File: config.mk
export PLATFORM = sky130hd
export DESIGN_NAME = pclip_lane
export DESIGN_NICKNAME = d
export VERILOG_FILES = /design/src/rtl/assert_macros.svh /design/src/rtl/pclip_pkg.sv /design/src/rtl/pclip_lane.sv
export SDC_FILE = /design/constraint.sdc
export NUM_CORES = 2
export LEC_CHECK = 0
export BUFFER_PORTS_ARGS = -buffer_cell sky130_fd_sc_hd__buf_2
export CORE_MARGIN = 5
export CORE_UTILIZATION = 60
export DETAILED_ROUTE_END_ITERATION = 16
export PLACE_DENSITY = 0.86
export RECOVER_POWER = 100
export SYNTH_ARGS = -nofsm -noshare
export SYNTH_HDL_FRONTEND = slang
export SYNTH_SLANG_ARGS = --single-unit
File: constraint.sdc
create_clock -name clock -period 14.5 [get_ports clock]
set_input_delay 2.175 -clock clock [delete_from_list [all_inputs] [get_ports clock]]
set_output_delay 2.175 -clock clock [all_outputs]
set_load 0.005 [all_outputs]
File: src/rtl/assert_macros.svh
// Assertion helpers for the clipper. Empty under synthesis.
`ifndef ASSERT_MACROS_SVH
`define ASSERT_MACROS_SVH
`ifndef SYNTHESIS
`define PCLIP_ASSERT_IMPLY(lbl, ante, cons, msg) \
   lbl: assert property (@(posedge clock) disable iff (reset) (ante) |-> (cons)) \
      else $error(msg);
`define PCLIP_ASSERT_NEXT(lbl, ante, cons, msg) \
   lbl: assert property (@(posedge clock) disable iff (reset) (ante) |=> (cons)) \
      else $error(msg);
`else
`define PCLIP_ASSERT_IMPLY(lbl, ante, cons, msg)
`define PCLIP_ASSERT_NEXT(lbl, ante, cons, msg)
`endif
`endif

File: src/rtl/pclip_pkg.sv
package pclip_pkg;

   localparam int COORD_WIDTH        = 32;
   localparam int MAX_ATTRIBUTES_DEF = 8;
   localparam int DIST_WIDTH         = 2 * COORD_WIDTH;
   localparam int T_FRAC             = 32;
   localparam int T_WIDTH            = T_FRAC + 1;
   localparam int ACNT_WIDTH         = 4;
   localparam int COUNT_WIDTH        = 32;
   localparam int CSR_IDX_WIDTH      = 3;
   localparam int CSR_DATA_WIDTH     = 32;

   typedef enum logic [CSR_IDX_WIDTH-1:0] {
      CSR_PLANE_A    = 3'd0,
      CSR_PLANE_B    = 3'd1,
      CSR_PLANE_C    = 3'd2,
      CSR_PLANE_D    = 3'd3,
      CSR_ATTR_COUNT = 3'd4
   } csr_index_type;

   localparam logic IN_POS  = 1'b0;
   localparam logic IN_ATTR = 1'b1;

   typedef enum logic [1:0] {
      OUT_POS  = 2'd0,
      OUT_ATTR = 2'd1,
      OUT_MARK = 2'd2
   } out_kind_type;

   typedef struct packed {
      logic                          kind;
      logic signed [COORD_WIDTH-1:0] comp_0;
      logic signed [COORD_WIDTH-1:0] comp_1;
      logic signed [COORD_WIDTH-1:0] comp_2;
      logic signed [COORD_WIDTH-1:0] comp_3;
      logic                          polygon_end;
   } req_type;

   typedef struct packed {
      logic [1:0]                    out_kind;
      logic signed [COORD_WIDTH-1:0] out_comp_0;
      logic signed [COORD_WIDTH-1:0] out_comp_1;
      logic signed [COORD_WIDTH-1:0] out_comp_2;
      logic signed [COORD_WIDTH-1:0] out_comp_3;
      logic                          run_last;
   } rsp_type;

   typedef struct packed {
      logic                         valid;
      logic signed [DIST_WIDTH-1:0] value;
   } dist_result_type;

   typedef struct packed {
      logic               done;
      logic [T_WIDTH-1:0] t;
   } div_result_type;

endpackage

File: src/rtl/pclip_lane.sv
// One interpolation lane: a + (b - a) * t, magnitude rounded half away from zero.
module pclip_lane (
   input  logic                                     clock,
   input  logic                                     en,
   input  logic signed [pclip_pkg::COORD_WIDTH-1:0] a,
   input  logic signed [pclip_pkg::COORD_WIDTH-1:0] b,
   input  logic [pclip_pkg::T_WIDTH-1:0]            t,
   output logic signed [pclip_pkg::COORD_WIDTH-1:0] res
);
   localparam int W  = pclip_pkg::COORD_WIDTH;
   localparam int TW = pclip_pkg::T_WIDTH;
   localparam int FR = pclip_pkg::T_FRAC;
   localparam int PW = W + 1 + TW;

   logic signed [W:0]   diff;
   logic [W:0]          mag;
   logic [PW-1:0]       prod_ff;
   logic [PW:0]         rnd;
   logic signed [W-1:0] a_ff;
   logic                neg_ff;
   logic [W-1:0]        m;

   always_comb begin
      diff = $signed({b[W-1], b}) - $signed({a[W-1], a});
      mag  = diff[W] ? (W+1)'(-diff) : (W+1)'(diff);
      rnd  = {1'b0, prod_ff} + ((PW+1)'(1) << (FR - 1));
      m    = rnd[FR +: W];
      res  = neg_ff ? a_ff - $signed(m) : a_ff + $signed(m);
   end

   always_ff @(posedge clock) begin
      if (en) begin
         prod_ff <= PW'(mag) * PW'(t);
         a_ff    <= a;
         neg_ff  <= diff[W];
      end
   end

endmodule

==> results.toml <==
[synthesis]
synth_edf_count = 66
synth_area_um2 = 42100
synthFlopType = "edfxtp_1"
synth_seq_cells = 66
synth_area_leaders = "fa_1 46%, inv_1 9.9%, ha_1 9.3%, and2_1 6.9%, nand2_1 5.2%"
synth_top_cell_by_area = "fa_1"
synthTopCellsByCount = "1105 x inv_1, 958 x fa_1, 588 x nand2_1, 467 x and2_1, 312 x ha_1"
ys_seq_area_frac = 0.0471
synth_top_area_share = 0.456
yosys_warnings = 0
synthMostInstantiatedCell = "inv_1"
synth-async-reset-ratio = 0
syn_inst = 4745
avgSynthCellArea_um2 = 8.87
synth_cell_type_count = 85
syn_nets = 6114

[clock_network]
cts_buffers = 9
ctsHoldBuffers = 0
clk_pin_slew_ps = 70
cts_buffer_depth = 2
htreeDepth = 3
cts_root_buffer = "clkbuf_16"
cts_tree = "done"
clkSinkCount = 66

[placed_design]
port_buffers = 130
gp_congestion = 0.962
place_hpwl_um = 87200

[sta]
fin_crit_sh = 0.932
rsz0062_at_grt = "false"
final_max_slew_viol_count = 67
hold_viol = 0
max_freq_mhz = 74.0
final.setup.tns_ps = 0
relSlewSlack = -1.71
finalSetupViolations = 0
tightest_slew_ps = 4070
min_period_ps = 13520
whs_ps = 2020

[floorplanning]
die_x_um = 275
die_h_um = 275
rows = 97
start_util = 0.603
design.die.area_um2 = 75500
core_um2 = 69800
num_io_pins = 131

[routing]
wl_per_cell_um = 18.8
drtIter0Drc = 2391
viasPerCell = 5.75
drtAntennaViolNets = 0
drc = 0
via_count = 32500
wl_um = 106000
dr.pass1.iters = 9

[setup_path]
criticalPathCategory = "in -> reg"
cp-end-kind = "flop"
crit_top_cell = "fa_1"
required_ps = 14580
slowest_delay_ps = 670
path_depth = 38
endpoint = "prod_ff[57]"
cp-start-kind = "primary input"
cp.arrival_ps = 13590
worstPathMaxFanout = 13
path_buf_inv = 5
crit_start = "a[0]"
crit_family = "adder cells"
cp_slowest_cell = "xnor2_2"

[global_routing]
overflow = 0
grt.total_usage = 0.290
grt_pass1_wl_um = 178000
antenna_found_initial = 4
grt_max_degree = 67
grt_pass1_vias = 36300

[final_layout]
multi_input_area_um2 = 35300
utilization = 0.629
finalNetCount = 6080
area_delta_synth_final_pct = 4.25
drive_gt1_frac = 0.0445
fillCellCount = 5464
seq_area_um2 = 1980

[flow_run]
maxCapViolCount = 1

[hold_path]
hold_class = "in -> reg"

[status]
status = "complete, but fails checks"
violations = "capacitance limit, slew limit"
-- state kept, by name (all words and copies together), names as in the netlist --
register,count
neg_ff,1
prod_ff,33
a_ff,32
-- metal layers --
layer  track usage  vias to the layer above  part of all wire
met4         0.124                        0             0.051
met1         0.359                    16500              0.37
met5             0                        -                 0
met3        0.0353                      419             0.073
met2         0.516                     1561              0.51
li1              -                    14000                 -
-- what timing repair did --
action / in CTS / in global routing
resized for setup: 0 / 1
endpoints found under the setup margin: 0 / 1
buffers inserted: 0 / 0
-- cell type report --
type | count | share of cell area
clock inverter | 7 | 0.00157
timing repair buffer | 181 | 0.0219
antenna | 2 | 0.000114
clock buffer | 9 | 0.00513
multi-input combinational | 3348 | 0.805
inverter | 1105 | 0.0945
sequential | 66 | 0.0452
tap | 940 | 0.0268
-- cells by family after synthesis --
family / count (synthesis) / share of synthesized area
AO/OA/AOI/OAI: 401 / 0.0640
XOR/XNOR: 183 / 0.0389
adder cells (fa/ha/maj): 1270 / 0.548
buffers and inverters: 1331 / 0.120
flip-flops: 66 / 0.0471
multiplexers: 3 / 0.000714
AND/OR/NAND/NOR: 1491 / 0.181
-- placed cells by master, fill, tap and decap left out, types with 26 or more instances in the layout --
cell type,synthesis,final
edfxtp_1,66,66
xor2_1,69,59
and2_1,467,465
a21oi_1,130,128
buf_4,3,50
a21o_1,62,62
nor2b_1,119,119
and3_1,26,26
inv_1,1105,1105
nand2b_1,46,46
o21ai_0,58,58
fa_1,958,958
clkbuf_1,198,56
nor2_1,100,100
nand3_1,43,43
ha_1,312,312
nand2_1,588,588
xnor2_1,110,91
buf_2,25,73
nand4_1,30,30
-- worst min-delay path by stage --
stage,start,endpoint,cells after the start
after floorplan,a[0],a_ff[0],0
after global placement,a[19],a_ff[19],1
after detailed placement,a[21],a_ff[21],1
after CTS,a[21],a_ff[21],1
after global routing,a[21],a_ff[21],1
final,a[21],a_ff[21],1
-- per-stage QoR --
step / cell area (µm²) / worst slack (ps) / std cells
finish: 43900 / 983 / 5658
global route: 43900 / 157 / 5658
CTS: 43900 / 981 / 5656
detailed placement: 43700 / 646 / 5640
global placement: 43700 / 879 / 5640
floorplan: 42100 / 2160 / 4745
Power is not shown: default switching activity piles up to over one toggle a cycle in this logic, so the estimate is an artifact.
