### src/rtl/assert_macros.svh
// Assertion helpers for the clipper. Empty under synthesis.
`ifndef ASSERT_MACROS_SVH
`define ASSERT_MACROS_SVH
`ifndef SYNTHESIS
`define PCLIP_ASSERT_IMPLY(lbl, ante, cons, msg) \
   lbl: assert property (@(posedge clock) disable iff (reset) (ante) |-> (cons)) \
      else $error(msg);
`define PCLIP_ASSERT_NEXT(lbl, ante, cons, msg) \
   lbl: assert property (@(posedge clock) disable iff (reset) (ante) |=> (cons)) \
      else $error(msg);
`else
`define PCLIP_ASSERT_IMPLY(lbl, ante, cons, msg)
`define PCLIP_ASSERT_NEXT(lbl, ante, cons, msg)
`endif
`endif

### src/rtl/pclip_pkg.sv
package pclip_pkg;

   localparam int COORD_WIDTH        = 32;
   localparam int MAX_ATTRIBUTES_DEF = 8;
   localparam int DIST_WIDTH         = 2 * COORD_WIDTH;
   localparam int T_FRAC             = 32;
   localparam int T_WIDTH            = T_FRAC + 1;
   localparam int ACNT_WIDTH         = 4;
   localparam int COUNT_WIDTH        = 32;
   localparam int CSR_IDX_WIDTH      = 3;
   localparam int CSR_DATA_WIDTH     = 32;

   typedef enum logic [CSR_IDX_WIDTH-1:0] {
      CSR_PLANE_A    = 3'd0,
      CSR_PLANE_B    = 3'd1,
      CSR_PLANE_C    = 3'd2,
      CSR_PLANE_D    = 3'd3,
      CSR_ATTR_COUNT = 3'd4
   } csr_index_type;

   localparam logic IN_POS  = 1'b0;
   localparam logic IN_ATTR = 1'b1;

   typedef enum logic [1:0] {
      OUT_POS  = 2'd0,
      OUT_ATTR = 2'd1,
      OUT_MARK = 2'd2
   } out_kind_type;

   typedef struct packed {
      logic                          kind;
      logic signed [COORD_WIDTH-1:0] comp_0;
      logic signed [COORD_WIDTH-1:0] comp_1;
      logic signed [COORD_WIDTH-1:0] comp_2;
      logic signed [COORD_WIDTH-1:0] comp_3;
      logic                          polygon_end;
   } req_type;

   typedef struct packed {
      logic [1:0]                    out_kind;
      logic signed [COORD_WIDTH-1:0] out_comp_0;
      logic signed [COORD_WIDTH-1:0] out_comp_1;
      logic signed [COORD_WIDTH-1:0] out_comp_2;
      logic signed [COORD_WIDTH-1:0] out_comp_3;
      logic                          run_last;
   } rsp_type;

   typedef struct packed {
      logic                         valid;
      logic signed [DIST_WIDTH-1:0] value;
   } dist_result_type;

   typedef struct packed {
      logic               done;
      logic [T_WIDTH-1:0] t;
   } div_result_type;

endpackage

### src/rtl/pclip_div.sv
// Restoring divider, one quotient bit per cycle: t = num / den as Q1.32, 1.0 when num >= den.
module pclip_div (
   input  logic                             clock,
   input  logic                             reset,
   input  logic                             start,
   input  logic [pclip_pkg::DIST_WIDTH-1:0] num,
   input  logic [pclip_pkg::DIST_WIDTH-1:0] den,
   output pclip_pkg::div_result_type        result
);
   localparam int DW = pclip_pkg::DIST_WIDTH;
   localparam int TW = pclip_pkg::T_WIDTH;
   localparam int FR = pclip_pkg::T_FRAC;
   localparam int CNTW = $clog2(FR);

   logic            busy_ff, busy_in, done_ff, done_in;
   logic [CNTW-1:0] cnt_ff, cnt_in;
   logic [DW-1:0]   rem_ff, rem_in, den_ff, den_in, sh;
   logic [TW-1:0]   q_ff, q_in;
   logic            take;

   always_comb begin
      sh      = {rem_ff[DW-2:0], 1'b0};
      take    = rem_ff[DW-1] || (sh >= den_ff);
      busy_in = busy_ff;
      done_in = 1'b0;
      cnt_in  = cnt_ff;
      rem_in  = rem_ff;
      den_in  = den_ff;
      q_in    = q_ff;
      if (start) begin
         den_in = den;
         if (num >= den) begin
            q_in    = TW'(1) << FR;
            done_in = 1'b1;
         end else begin
            rem_in  = num;
            q_in    = '0;
            busy_in = 1'b1;
            cnt_in  = CNTW'(FR - 1);
         end
      end else if (busy_ff) begin
         rem_in = take ? sh - den_ff : sh;
         q_in   = {q_ff[TW-2:0], take};
         if (cnt_ff == '0) begin
            busy_in = 1'b0;
            done_in = 1'b1;
         end else begin
            cnt_in = cnt_ff - 1'b1;
         end
      end
   end

   always_ff @(posedge clock) begin
      if (reset) begin
         busy_ff <= 1'b0;
         done_ff <= 1'b0;
      end else begin
         busy_ff <= busy_in;
         done_ff <= done_in;
      end
      cnt_ff <= cnt_in;
      rem_ff <= rem_in;
      den_ff <= den_in;
      q_ff   <= q_in;
   end

   assign result.done = done_ff;
   assign result.t    = q_ff;

endmodule

### config.mk
export PLATFORM = sky130hd
export DESIGN_NAME = pclip_div
export DESIGN_NICKNAME = d
export VERILOG_FILES = /design/src/rtl/assert_macros.svh /design/src/rtl/pclip_pkg.sv /design/src/rtl/pclip_div.sv
export SDC_FILE = /design/constraint.sdc
export NUM_CORES = 1
export LEC_CHECK = 0
export BUFFER_PORTS_ARGS = -buffer_cell sky130_fd_sc_hd__buf_2
export CAP_MARGIN = 20
export CORE_AREA = 2 2 209 211
export DETAILED_ROUTE_END_ITERATION = 6
export DIE_AREA = 0 0 211 213
export HOLD_SLACK_MARGIN = 0.03
export PLACE_DENSITY = 0.57
export SLEW_MARGIN = 40
export SYNTH_ARGS = -nofsm -noshare
export SYNTH_HDL_FRONTEND = slang
export SYNTH_SLANG_ARGS = --single-unit
### constraint.sdc
create_clock -name clock -period 8.5 [get_ports clock]
set_clock_uncertainty 0.05 [all_clocks]
set_input_delay 0.425 -clock clock [delete_from_list [all_inputs] [get_ports clock]]
set_output_delay 0.425 -clock clock [all_outputs]
set_load 0.05 [all_outputs]
==> flow_summary.yaml <==
run_status:
  status: "complete, no violations"
hold_path:
  min_path_type: "in2reg"
  holdPathStages: 1
drt:
  drt-initial-drc-count: 554
  drc: 0
  wl_um: 34500
  firstDrtPassIters: 5
  via_count: 10200
  ant_nets: 0
  wl_per_cell_um: 16.9
  via_per_inst: 5.01
critical_path:
  worstPathRequired_ns: 8.66
  worstSetupPathType: "reg2reg"
  worst-r2r-cell-count: 12
  worst_setup_path_end_kind: "register"
  crit_path_max_fanout: 54
  critical_path_arrival_ns: 4.45
  startpoint_type: "register"
clock_network:
  cts_resized: 0
  postCtsSetupBuffers: 0
  cts_tree: "yes"
  holdBufCountCts: 0
  clock_latency_ns: 0.46
  path_clk_slew_ns: 0.08
  root_buffer: "clkbuf_16"
  h-tree-depth: 4
  cts_sinks: 168
  clock_path_buffers: 2
  cts_buffers: 17
floorplan:
  die_h_um: 213
  initial_core_util: 0.296
  rows: 76
  die_w_um: 211
  core_sq_um: 42700
  io_pins: 165
  die_area_sq_um: 44900
global_routing:
  grt.busiest_layer: "met2"
  grtUsageMet2: 0.244
  use_met1: 0.210
  grt_overflow: 0
  grt_start_max_net_pins: 94
  globalRouteTotalUtil: 0.156
  grt_pass1_vias: 10100
  grt_pass1_wl_um: 54600
  use_met3: 0.0378
  antenna_found_initial: 11
synthesis:
  seq_area_frac_synth: 0.397
  yosys-top-cells-area: "edfxtp_1 39%, ha_1 13%, a21oi_1 4.9%"
  synthArstFlopShare: 0
  postSynthNetCount: 1608
  yosysTopAreaCellShare: 0.394
  synth_cell_types: 76
  yosys_warnings: 0
  synth_enable_flop_cells: 166
  avgSynthCellArea_sq_um: 9.40
  synth_area_leader_cell: "edfxtp_1"
  synth-seq-cells: 168
  synthesis.instances: 1347
  netlist_area_sq_um: 12700
  ys.flop_type: "edfxtp_1"
pwr:
  p_leak_nw: 6.37
  p_comb_frac: 0.392
  p_int_mw: 1.88
  p_sw_mw: 1.14
  power_density_nw_per_um2: 208
  vdd_drop_max_mv: 0.150
  power_frac_seq: 0.360
  switching_share: 0.378
  clkPwrFrac: 0.248
timing:
  drv_slew: 0
  period_share: 0.505
  worst_pin_slew_ns: 0.789
  rsz0062_at_grt: "false"
  layout_min_cycle_time_ns: 4.29
  setup_violations: 0
  maxSlewHeadroom: 0.474
  hold_viol_final: 0
  fmaxAchievable_mhz: 233
  setup_slack_ns: 4.21
  setup_tns_ns: 0
place:
  gp_congestion: 0.886
  portBuffers: 164
  place_hpwl_um: 26800
  dp_slack_ns: 4.18
  place_area_sq_um: 14000
layout:
  layout_common_cells: "166 x edfxtp_1, 163 x buf_2, 150 x inv_1"
  nNetsFinal: 1740
  design_area_sq_um: 14500
  drive_above_1_share: 0.168
  multi_input_area_sq_um: 6800
  area_growth_syn_to_layout_pct: 14.7
  register_area_sq_um: 5020
  fill_cells: 4395
  final_common_cell: "edfxtp_1"
flow_run:
  cap_violations: 0
-- cell usage after synthesis, drive strengths merged (4+ instances only) --
library cell and number:
edfxtp 166, inv 151, ha 129, a21oi 126, nand2 121, o21ai 99, nor2 78, a21o 67
clkbuf 38, nor2b 37, nand4 33, xnor2 31, o21a 25, xor2 24, mux2 20, buf 19
a211oi 18, nor3 18, nand3 17, and3 12, o211ai 12, a31oi 10, o31ai 10, o21bai 9
and2 8, a221o 5, mux2i 5, nand2b 5, nor4 5, a211o 4, nor4b 4, or3 4
-- worst paths after layout --
check	from	endpoint	slack [ns]
max	rem_ff[0]$_DFFE_PP_	rem_ff[15]$_DFFE_PP_	4.21
min	den[21]	den_ff[21]$_DFFE_PP_	0.11
max reg2reg	rem_ff[0]$_DFFE_PP_	rem_ff[15]$_DFFE_PP_	4.21
min reg2reg	busy_ff$_SDFFE_PP0P_	busy_ff$_SDFFE_PP0P_	0.48
-- kinds of logic (layout without fill, tap and decap cells) --
family / after synthesis / in the layout / share of synthesized area
xor gates and xnor gates: 55 / 55 / 0.0381
other: 0 / 4 / 0
DFF: 168 / 168 / 0.397
adders and majority gates: 130 / 130 / 0.129
and+or+nand+nor: 351 / 351 / 0.134
muxes: 25 / 25 / 0.0217
buffers and inverters: 208 / 352 / 0.0670
AOI/OAI and AO/OA: 410 / 410 / 0.213
-- sequential cells by signal, indices dropped and copies added, names as in the netlist --
| register | cells |
|---|---|
| rem_ff | 64 |
| busy_ff | 1 |
| den_ff | 64 |
| cnt_ff | 5 |
| q_ff | 33 |
| done_ff | 1 |
-- power groups by stage --
| stage | Combinational [mW] | Clock (mW) | Sequential [mW] |
|---|---|---|---|
| 2_1_floorplan | 0.852 | 0 | 1.15 |
| 3_3_place_gp | 1.16 | 0 | 1.10 |
| 3_5_place_dp | 1.18 | 0 | 1.10 |
| 4_1_cts | 1.19 | 0.780 | 1.09 |
| 5_1_grt | 1.32 | 0.803 | 1.10 |
| 6_report | 1.19 | 0.750 | 1.09 |
-- final cells by class --
| class | count | area share |
|---|---|---|
| Sequential cell | 168 | 0.346 |
| Clock inverter | 14 | 0.00776 |
| Inverter | 151 | 0.0390 |
| Multi-Input combinational cell | 971 | 0.469 |
| Clock buffer | 17 | 0.0293 |
| Antenna cell | 4 | 0.000690 |
| Timing Repair Buffer | 170 | 0.0615 |
| Tap cell | 546 | 0.0471 |
-- per-stage QoR --
stage	hold slack, ns	total power, mW	instances	utilization
floorplan	0.445	2.00	1347	-
global placement	0.467	2.27	2005	0.326
detailed placement	0.464	2.29	2006	0.327
CTS	0.0831	3.06	2037	0.340
global route	0.0939	3.23	2038	0.340
finish	0.107	3.02	2041	0.340
-- worst max-delay path, stage by stage (launching register included) --
cell and delay, ns:
edfxtp_1 0.44, fa_1 0.50, a211oi_1 0.31, o211ai_1 0.18
nand3b_1 0.17, a21oi_2 0.10, o21ai_2 0.23, nand4_1 0.17
a31oi_4 0.66, buf_4 0.49, buf_12 0.29, o21ai_0 0.13
mux2_2 0.29
-- layer usage --
layer  vias up  wire length [um]
met5         -                96
met4        14               765
met3        44              1760
met2       213             15600
met1      4818             16400
li1       5128                 -
(Power assumes the default switching activity.)
